[config.mk]
export PLATFORM = sky130hd
export DESIGN_NAME = array_insert_delete_search_engine
export DESIGN_NICKNAME = d
export VERILOG_FILES = /design/src/sv/aise_pkg.sv /design/src/sv/aise_ram.sv /design/src/sv/array_insert_delete_search_engine.sv
export SDC_FILE = /design/constraint.sdc
export NUM_CORES = 2
export LEC_CHECK = 0
export BUFFER_PORTS_ARGS = -buffer_cell sky130_fd_sc_hd__buf_2
export CAP_MARGIN = 15
export CORE_MARGIN = 2
export CORE_UTILIZATION = 30
export DETAILED_ROUTE_END_ITERATION = 10
export PLACE_DENSITY = 0.4
export SYNTH_ARGS = -nofsm -noshare
export SYNTH_HDL_FRONTEND = slang
export SYNTH_SLANG_ARGS = --single-unit
[constraint.sdc]
create_clock -name clk_i -period 12.6 [get_ports clk_i]
set_input_delay 0.63 -clock clk_i [delete_from_list [all_inputs] [get_ports clk_i]]
set_output_delay 0.63 -clock clk_i [all_outputs]
set_load 0.01 [all_outputs]
[src/sv/aise_pkg.sv]
// Shared types and constants for the array insert/delete/search engine.
`default_nettype none
package aise_pkg;

  localparam int CAPACITY_DEF = 32;
  localparam int DATA_W       = 32;
  localparam int IDX_W        = 7;
  localparam int OP_W         = 2;
  localparam int ST_W         = 3;

  localparam int S_TDATA_W = 40;
  localparam int M_TDATA_W = 56;

  typedef enum logic [OP_W-1:0] {
    OP_INSERT   = 2'd0,
    OP_DELETE   = 2'd1,
    OP_SEARCH   = 2'd2,
    OP_TRAVERSE = 2'd3
  } opcode_e;

  typedef enum logic [ST_W-1:0] {
    ST_OK       = 3'd0,
    ST_NOTFOUND = 3'd1,
    ST_FULL     = 3'd2,
    ST_BADPOS   = 3'd3,
    ST_EMPTY    = 3'd4
  } status_e;

endpackage
`default_nettype wire

[src/sv/aise_ram.sv]
// Generic simple dual-port RAM with registered read.
`default_nettype none
module aise_ram #(
  parameter int WIDTH = 32,
  parameter int DEPTH = 32
) (
  input  wire logic                     clk_i,
  input  wire logic                     we_i,
  input  wire logic [$clog2(DEPTH)-1:0] waddr_i,
  input  wire logic [WIDTH-1:0]         wdata_i,
  input  wire logic                     re_i,
  input  wire logic [$clog2(DEPTH)-1:0] raddr_i,
  output logic      [WIDTH-1:0]         rdata_o
);

  logic [WIDTH-1:0] mem_q [DEPTH];

  always_ff @(posedge clk_i) begin
    if (we_i) begin
      mem_q[waddr_i] <= wdata_i;
    end
    if (re_i) begin
      rdata_o <= mem_q[raddr_i];
    end
  end

endmodule
`default_nettype wire

[src/sv/array_insert_delete_search_engine.sv]
// Top level: packed array with insert, delete, linear search and traverse.
//
// Holds up to CAPACITY signed 32-bit values in a single RAM (one write and
// one registered read port) plus an element count. One request is worked at
// a time; s_axis_tready is high only while the sequencer is idle, though a
// finished result may still wait in the output register. Insert shifts the
// entries from the position upward up one place and writes the value, delete
// shifts the entries above the position down one place, search reads from
// index 0 up to the first match, and traverse gives one result per cycle while
// the output register is free. The RAM ports move one entry per cycle. The
// store needs no clearing after reset.
`default_nettype none
module array_insert_delete_search_engine #(
  parameter int CAPACITY = aise_pkg::CAPACITY_DEF
) (
  input  wire logic                           clk_i,
  input  wire logic                           rst_ni,
  input  wire logic                           s_axis_tvalid,
  output logic                                s_axis_tready,
  // [6:0] position, [38:7] value, [39] zero
  input  wire logic [aise_pkg::S_TDATA_W-1:0] s_axis_tdata,
  // [1:0] opcode
  input  wire logic [aise_pkg::OP_W-1:0]      s_axis_tuser,
  output logic                                m_axis_tvalid,
  input  wire logic                           m_axis_tready,
  // [31:0] element, [38:32] index, [41:39] status, [48:42] count_after, [55:49] zero
  output logic      [aise_pkg::M_TDATA_W-1:0] m_axis_tdata,
  output logic                                m_axis_tlast
);
  import aise_pkg::*;

  localparam int CNT_W  = $clog2(CAPACITY + 1);
  localparam int ADDR_W = $clog2(CAPACITY);

  typedef enum logic [2:0] {
    S_IDLE,
    S_INS,
    S_DEL,
    S_SRCH,
    S_TRAV,
    S_RESP
  } state_e;

  state_e              state_q, state_d;
  logic [CNT_W-1:0]    count_q, count_d;
  logic [CNT_W-1:0]    ptr_q, ptr_d;
  logic [CNT_W-1:0]    pos_q, pos_d;
  logic [ADDR_W-1:0]   wa_q, wa_d;
  logic                pend_q, pend_d;
  logic [DATA_W-1:0]   val_q, val_d;
  status_e             res_st_q, res_st_d;
  logic [IDX_W-1:0]    ridx_q, ridx_d;

  logic                o_vld_q, o_vld_d;
  logic [DATA_W-1:0]   o_elem_q, o_elem_d;
  logic [IDX_W-1:0]    o_idx_q, o_idx_d;
  status_e             o_st_q, o_st_d;
  logic [IDX_W-1:0]    o_cnt_q, o_cnt_d;
  logic                o_last_q, o_last_d;

  logic                ram_we, ram_re;
  logic [ADDR_W-1:0]   ram_waddr, ram_raddr;
  logic [DATA_W-1:0]   ram_wdata, ram_rdata;

  logic                s_accept, out_free;
  logic [IDX_W-1:0]    in_pos, count_ext;
  logic [DATA_W-1:0]   in_val;
  logic [CNT_W-1:0]    ptr_dec;
  logic [CNT_W:0]      ptr_inc;

  aise_ram #(
    .WIDTH(DATA_W),
    .DEPTH(CAPACITY)
  ) u_store (
    .clk_i  (clk_i),
    .we_i   (ram_we),
    .waddr_i(ram_waddr),
    .wdata_i(ram_wdata),
    .re_i   (ram_re),
    .raddr_i(ram_raddr),
    .rdata_o(ram_rdata)
  );

  assign s_axis_tready = (state_q == S_IDLE);
  assign s_accept      = s_axis_tvalid && s_axis_tready;
  assign out_free      = !o_vld_q || m_axis_tready;
  assign in_pos        = s_axis_tdata[IDX_W-1:0];
  assign in_val        = s_axis_tdata[IDX_W +: DATA_W];
  assign count_ext     = IDX_W'(count_q);
  assign ptr_dec       = ptr_q - 1'b1;
  assign ptr_inc       = {1'b0, ptr_q} + 1'b1;

  always_comb begin
    state_d  = state_q;
    count_d  = count_q;
    ptr_d    = ptr_q;
    pos_d    = pos_q;
    wa_d     = wa_q;
    pend_d   = pend_q;
    val_d    = val_q;
    res_st_d = res_st_q;
    ridx_d   = ridx_q;
    o_vld_d  = o_vld_q && !m_axis_tready;
    o_elem_d = o_elem_q;
    o_idx_d  = o_idx_q;
    o_st_d   = o_st_q;
    o_cnt_d  = o_cnt_q;
    o_last_d = o_last_q;
    ram_we    = 1'b0;
    ram_waddr = wa_q;
    ram_wdata = ram_rdata;
    ram_re    = 1'b0;
    ram_raddr = ptr_q[ADDR_W-1:0];

    case (state_q)
      S_IDLE: begin
        if (s_accept) begin
          val_d  = in_val;
          pos_d  = in_pos[CNT_W-1:0];
          pend_d = 1'b0;
          ridx_d = '0;
          ptr_d  = '0;
          case (opcode_e'(s_axis_tuser))
            OP_INSERT: begin
              if (count_q == CNT_W'(CAPACITY)) begin
                res_st_d = ST_FULL;
                state_d  = S_RESP;
              end else if (in_pos > count_ext) begin
                res_st_d = ST_BADPOS;
                state_d  = S_RESP;
              end else begin
                ptr_d   = count_q;
                state_d = S_INS;
              end
            end
            OP_DELETE: begin
              if (count_q == '0) begin
                res_st_d = ST_EMPTY;
                state_d  = S_RESP;
              end else if (in_pos >= count_ext) begin
                res_st_d = ST_BADPOS;
                state_d  = S_RESP;
              end else begin
                ptr_d   = in_pos[CNT_W-1:0];
                state_d = S_DEL;
              end
            end
            OP_SEARCH: begin
              state_d = S_SRCH;
            end
            default: begin
              if (count_q == '0) begin
                res_st_d = ST_EMPTY;
                state_d  = S_RESP;
              end else begin
                ram_re    = 1'b1;
                ram_raddr = '0;
                state_d   = S_TRAV;
              end
            end
          endcase
        end
      end

      S_INS: begin
        if (ptr_q > pos_q) begin
          ram_re    = 1'b1;
          ram_raddr = ptr_dec[ADDR_W-1:0];
          ram_we    = pend_q;
          pend_d    = 1'b1;
          wa_d      = ptr_q[ADDR_W-1:0];
          ptr_d     = ptr_dec;
        end else if (pend_q) begin
          ram_we = 1'b1;
          pend_d = 1'b0;
        end else begin
          ram_we    = 1'b1;
          ram_waddr = pos_q[ADDR_W-1:0];
          ram_wdata = val_q;
          count_d   = count_q + 1'b1;
          res_st_d  = ST_OK;
          state_d   = S_RESP;
        end
      end

      S_DEL: begin
        if (ptr_inc < {1'b0, count_q}) begin
          ram_re    = 1'b1;
          ram_raddr = ptr_inc[ADDR_W-1:0];
          ram_we    = pend_q;
          pend_d    = 1'b1;
          wa_d      = ptr_q[ADDR_W-1:0];
          ptr_d     = ptr_inc[CNT_W-1:0];
        end else if (pend_q) begin
          ram_we = 1'b1;
          pend_d = 1'b0;
        end else begin
          count_d  = count_q - 1'b1;
          res_st_d = ST_OK;
          state_d  = S_RESP;
        end
      end

      S_SRCH: begin
        if (pend_q && (ram_rdata == val_q)) begin
          res_st_d = ST_OK;
          ridx_d   = IDX_W'(wa_q);
          state_d  = S_RESP;
        end else if (ptr_q < count_q) begin
          ram_re = 1'b1;
          pend_d = 1'b1;
          wa_d   = ptr_q[ADDR_W-1:0];
          ptr_d  = ptr_inc[CNT_W-1:0];
        end else begin
          res_st_d = ST_NOTFOUND;
          ridx_d   = '0;
          state_d  = S_RESP;
        end
      end

      S_TRAV: begin
        if (out_free) begin
          o_vld_d  = 1'b1;
          o_elem_d = ram_rdata;
          o_idx_d  = IDX_W'(ptr_q);
          o_st_d   = ST_OK;
          o_cnt_d  = count_ext;
          o_last_d = (ptr_inc == {1'b0, count_q});
          if (ptr_inc == {1'b0, count_q}) begin
            state_d = S_IDLE;
          end else begin
            ram_re    = 1'b1;
            ram_raddr = ptr_inc[ADDR_W-1:0];
            ptr_d     = ptr_inc[CNT_W-1:0];
          end
        end
      end

      S_RESP: begin
        if (out_free) begin
          o_vld_d  = 1'b1;
          o_elem_d = '0;
          o_idx_d  = ridx_q;
          o_st_d   = res_st_q;
          o_cnt_d  = count_ext;
          o_last_d = 1'b1;
          state_d  = S_IDLE;
        end
      end

      default: begin
        state_d = S_IDLE;
      end
    endcase
  end

  always_ff @(posedge clk_i or negedge rst_ni) begin
    if (!rst_ni) begin
      state_q  <= S_IDLE;
      count_q  <= '0;
      ptr_q    <= '0;
      pos_q    <= '0;
      wa_q     <= '0;
      pend_q   <= 1'b0;
      val_q    <= '0;
      res_st_q <= ST_OK;
      ridx_q   <= '0;
      o_vld_q  <= 1'b0;
      o_elem_q <= '0;
      o_idx_q  <= '0;
      o_st_q   <= ST_OK;
      o_cnt_q  <= '0;
      o_last_q <= 1'b0;
    end else begin
      state_q  <= state_d;
      count_q  <= count_d;
      ptr_q    <= ptr_d;
      pos_q    <= pos_d;
      wa_q     <= wa_d;
      pend_q   <= pend_d;
      val_q    <= val_d;
      res_st_q <= res_st_d;
      ridx_q   <= ridx_d;
      o_vld_q  <= o_vld_d;
      o_elem_q <= o_elem_d;
      o_idx_q  <= o_idx_d;
      o_st_q   <= o_st_d;
      o_cnt_q  <= o_cnt_d;
      o_last_q <= o_last_d;
    end
  end

  assign m_axis_tvalid = o_vld_q;
  assign m_axis_tlast  = o_last_q;
  assign m_axis_tdata  = {{(M_TDATA_W - DATA_W - 2 * IDX_W - ST_W){1'b0}},
                          o_cnt_q, o_st_q, o_idx_q, o_elem_q};

endmodule
`default_nettype wire

==> impl_results.md <==
- Status: finished, violations left
- Failing checks: antenna violations
- IO Pins: 105
- Initial Util: 0.3027
- # clock sinks: approximately 1.2k
- Crit path capture type: flip-flop
- Sw Share: 0.3840
- Seq cells post-synth: 1,172
- Hold WC Path Type: in -> reg
- Grt ovf: 0
- First-pass GRT wire length: 186,900 um
- Min-delay src: s_axis_tdata[12]
- Slew at the pin closest to its max-slew limit: 1374 ps
- Met1 Use GR: 0.2213
- Sequential Power Share: 0.365
- DRT antenna net count: 1
- Int Power: 9.774 mW
- Clock latency on the worst-skew pair: 760 ps
- CP cell instances: ha_1 > nand3_1 > xnor2_1 > ha_1 > and3_1 > o21ai_0 > o2111ai_1 > and4b_1 > a221o_4 > buf_4 > buf_4 > mux4_2 > a22o_1 > a221oi_2 > nand3_1
- Endpoints failing setup: 0
- Pin count of the biggest net entering global routing: between 90 and 100
- Asr flop ratio synth: 0.09898
- Post-Route Setup TNS: 0 ps
- Antenna violations before repair: 4
- Synth area leaders: edfxtp_1, dfrtp_1, mux4_2, nand2_1, mux2_2
- Clock power frac: 0.232
- Synth Flop Type: edfxtp_1
- Critical path's slowest cell: a221o_4
- Share of cells above drive strength 1: 0.2090
- Flop-to-flop setup slack: 5640 ps
- Yosys top cell by area: edfxtp_1
- Post-synth top cells: edfxtp_1, nand2_1, nand3_1
- Kind of start point of the critical path: flip-flop
- GR Util met2: 0.2707
- I/O Buffers: 94
- Tcrit/Tclk final: 0.5524
- GPL Wtd Cong: 0.7852
- Drt initial violations: 2,151
- Busiest grt layer: met2
- Worst path top cell family by delay: compound AO/OA/AOI/OAI gates
- Worst Path Required: 13,080 ps
- Critical Path Max Stage Delay: 910 ps
- Met3 Use GR: 0.03016
- Combinational Power Share: 0.403
- Area Growth Syn to Fin: 15.61%
- Buf/Inv on CP: 2
- Pwr/cell area: 293.9 mW/mm^2
- DPL Wire Length: 74,200 um
- Core area: between 0.15 and 0.2 sq mm
- DIE WIDTH: 398.5 um
- Routed len/inst: around 26 um
- Syn_area_per_cell: about 17 sq um
- Clk buf depth: 3
- Reg clk slew, reported paths: 60 ps
- Reg-to-Reg Start: ptr_q[1]
- Fill cells: about 15k
- Via count: 25.39k
- Critical path class: reg -> reg
- Post-synth top area share: 0.6791
- Hold path endpoint: val_q[5]
- Synth Cell Area: 0.04669 sq mm
- Die Area: 0.1588 sq mm
- Seq/Total Area, Yosys: 0.7413
- Pins Over Slew Limit: 0
- YS warnings: 0
- Worst R2R Path Depth: 15
- Final nets: 2,997
- CTS tree: built
- Cts bufs inserted: around 130
- Mapped Cells: 2,778
- Top achievable clock speed: 143.7 MHz
- Setup bufs post-CTS: 0
- Clock tree root driver cell: clkbuf_16
- RSZ-0062 raised after global routing: no
- Clock Skew: about 23 ps
- Max Cap Viol: 0
- Distinct cells, synth: 69
- Total GRT Usage: 0.1636
- Crit path DAT: 7440 ps
- Max transition margin: 0.08395
- Sequential Area: 0.03461 sq mm
- Row cnt: 144
- Avg Vias per Cell: 5.001
- Chip height: 398.5 um
- Switching pwr: between 6 and 7 mW
- Peak supply drop: approximately 0.32 mV
- Multi-input logic area: 0.01150 sq mm
- Most frequent cell after synthesis: edfxtp_1
- Tmin final: 6960 ps
- Number of synthesized flops with an enable pin: 1,056
- Cell count of the worst hold path: 2
- Leakage: 17.93 nW
- Htree depth: 4
- Worst r2r dst: u_store.rdata_o[17]
- Final Hold Fails: 0
- Vias in the first global route: 25.96k
- Total Power: 15.87 mW
- DR pass1 iterations: 5
- Residual DRC: 0
- Routed WL: roughly 130,000 um
- Worst Path Max Fanout: 65
## power by group through the flow
stage                     combinational [mW]  clock [mW]  sequential [mW]
after floorplan                         4.41           0             5.70
after global placement                  6.39           0             5.86
after detailed placement                6.53           0             5.87
after CTS                               6.54        3.80             5.79
after global routing                    7.03        3.94             5.83
final                                   6.39        3.68             5.79
## cells by family after synthesis
logic type,synth area share
other,0.00008031
adders and majority gates,0.008468
DFF,0.7413
AOI/OAI and AO/OA,0.05960
and+or+nand+nor,0.06691
xor gates and xnor gates,0.008629
buffers and inverters,0.01900
muxes,0.09601
## registers in the layout, indices dropped and copies added, names as in the netlist
register / count
u_store.mem_q: 1024
o_elem_q: 32
u_store.rdata_o: 32
val_q: 32
count_q: 6
o_cnt_q: 6
o_idx_q: 6
pos_q: 6
ptr_q: 6
ridx_q: 5
wa_q: 5
o_st_q: 3
res_st_q: 3
state_q: 3
m_axis_tlast: 1
m_axis_tvalid: 1
pend_q: 1
## metal layers
| layer | routed length [um] | share of wire |
|---|---|---|
| met3 | 6188 | 0.048 |
| met4 | 2576 | 0.020 |
| met5 | 0 | 0 |
| met1 | 58470 | 0.45 |
| met2 | 62620 | 0.48 |
## layout by cell type, fill, tap and decap left out, types with 7 or more instances in the layout
cell type,count
nor3_2,24
nor3_1,8
ha_1,30
a22oi_1,11
mux4_2,128
clkinv_1,31
nor2b_1,7
o21a_1,7
buf_4,72
clkbuf_8,8
nand2_1,427
a32oi_1,64
a21oi_1,14
nand3_1,171
clkbuf_16,138
conb_1,9
mux2i_1,70
clkinv_2,16
xnor2_1,38
nor2_4,10
a21o_1,9
buf_2,93
xor2_1,8
nor2_1,21
mux2_2,79
a221oi_2,26
edfxtp_1,1056
nand4_1,9
o21ai_0,31
dfrtp_1,116
a22o_1,73
clkbuf_1,30
diode_2,9
inv_1,25
a31oi_1,68
## metrics by stage
| stage | cell area, sq um | utilization | std cells | hold WS, ps | worst slack [ps] |
|---|---|---|---|---|---|
| after detailed placement | 49800 | 0.3229 | 4829 | 474.8 | 5645 |
| final | 53980 | 0.3500 | 5077 | 110.9 | 5640 |
| after floorplan | 46720 | - | 2786 | 334.4 | 7349 |
| after global routing | 53960 | 0.3499 | 5069 | 57.33 | 5193 |
| after global placement | 49790 | 0.3228 | 4828 | 466.1 | 5708 |
| after CTS | 53950 | 0.3498 | 5067 | 45.51 | 5637 |
## how the worst max path moves through the flow
stage	start	endpoint	slack (ps)	cells past startpoint
2_1_floorplan	ptr_q[0]	u_store.mem_q[11][0]	7350	10
6_report	ptr_q[1]	u_store.rdata_o[17]	5640	15
3_3_place_gp	ptr_q[1]	u_store.rdata_o[17]	5710	15
4_1_cts	ptr_q[1]	u_store.rdata_o[17]	5640	15
5_1_grt	ptr_q[1]	u_store.rdata_o[17]	5190	15
3_5_place_dp	ptr_q[1]	u_store.rdata_o[17]	5640	15
## repair_timing
| item | in CTS | in global routing |
|---|---|---|
| resized for setup | 0 | 0 |
| hold buffers | 1 | 0 |
| hold endpoints to repair | 43 | 0 |
## layout make-up
| class | instances | share of cell area |
|---|---|---|
| Tap cell | 2044 | 0.04738 |
| Timing Repair Buffer | 169 | 0.01961 |
| Antenna cell | 9 | 0.0004172 |
| Inverter | 25 | 0.001738 |
| Clock buffer | 176 | 0.06810 |
| Sequential cell | 1172 | 0.6412 |
| Clock inverter | 61 | 0.008576 |
| Multi-Input combinational cell | 1421 | 0.2130 |
No activity file was read; power rests on OpenSTA's default activity.
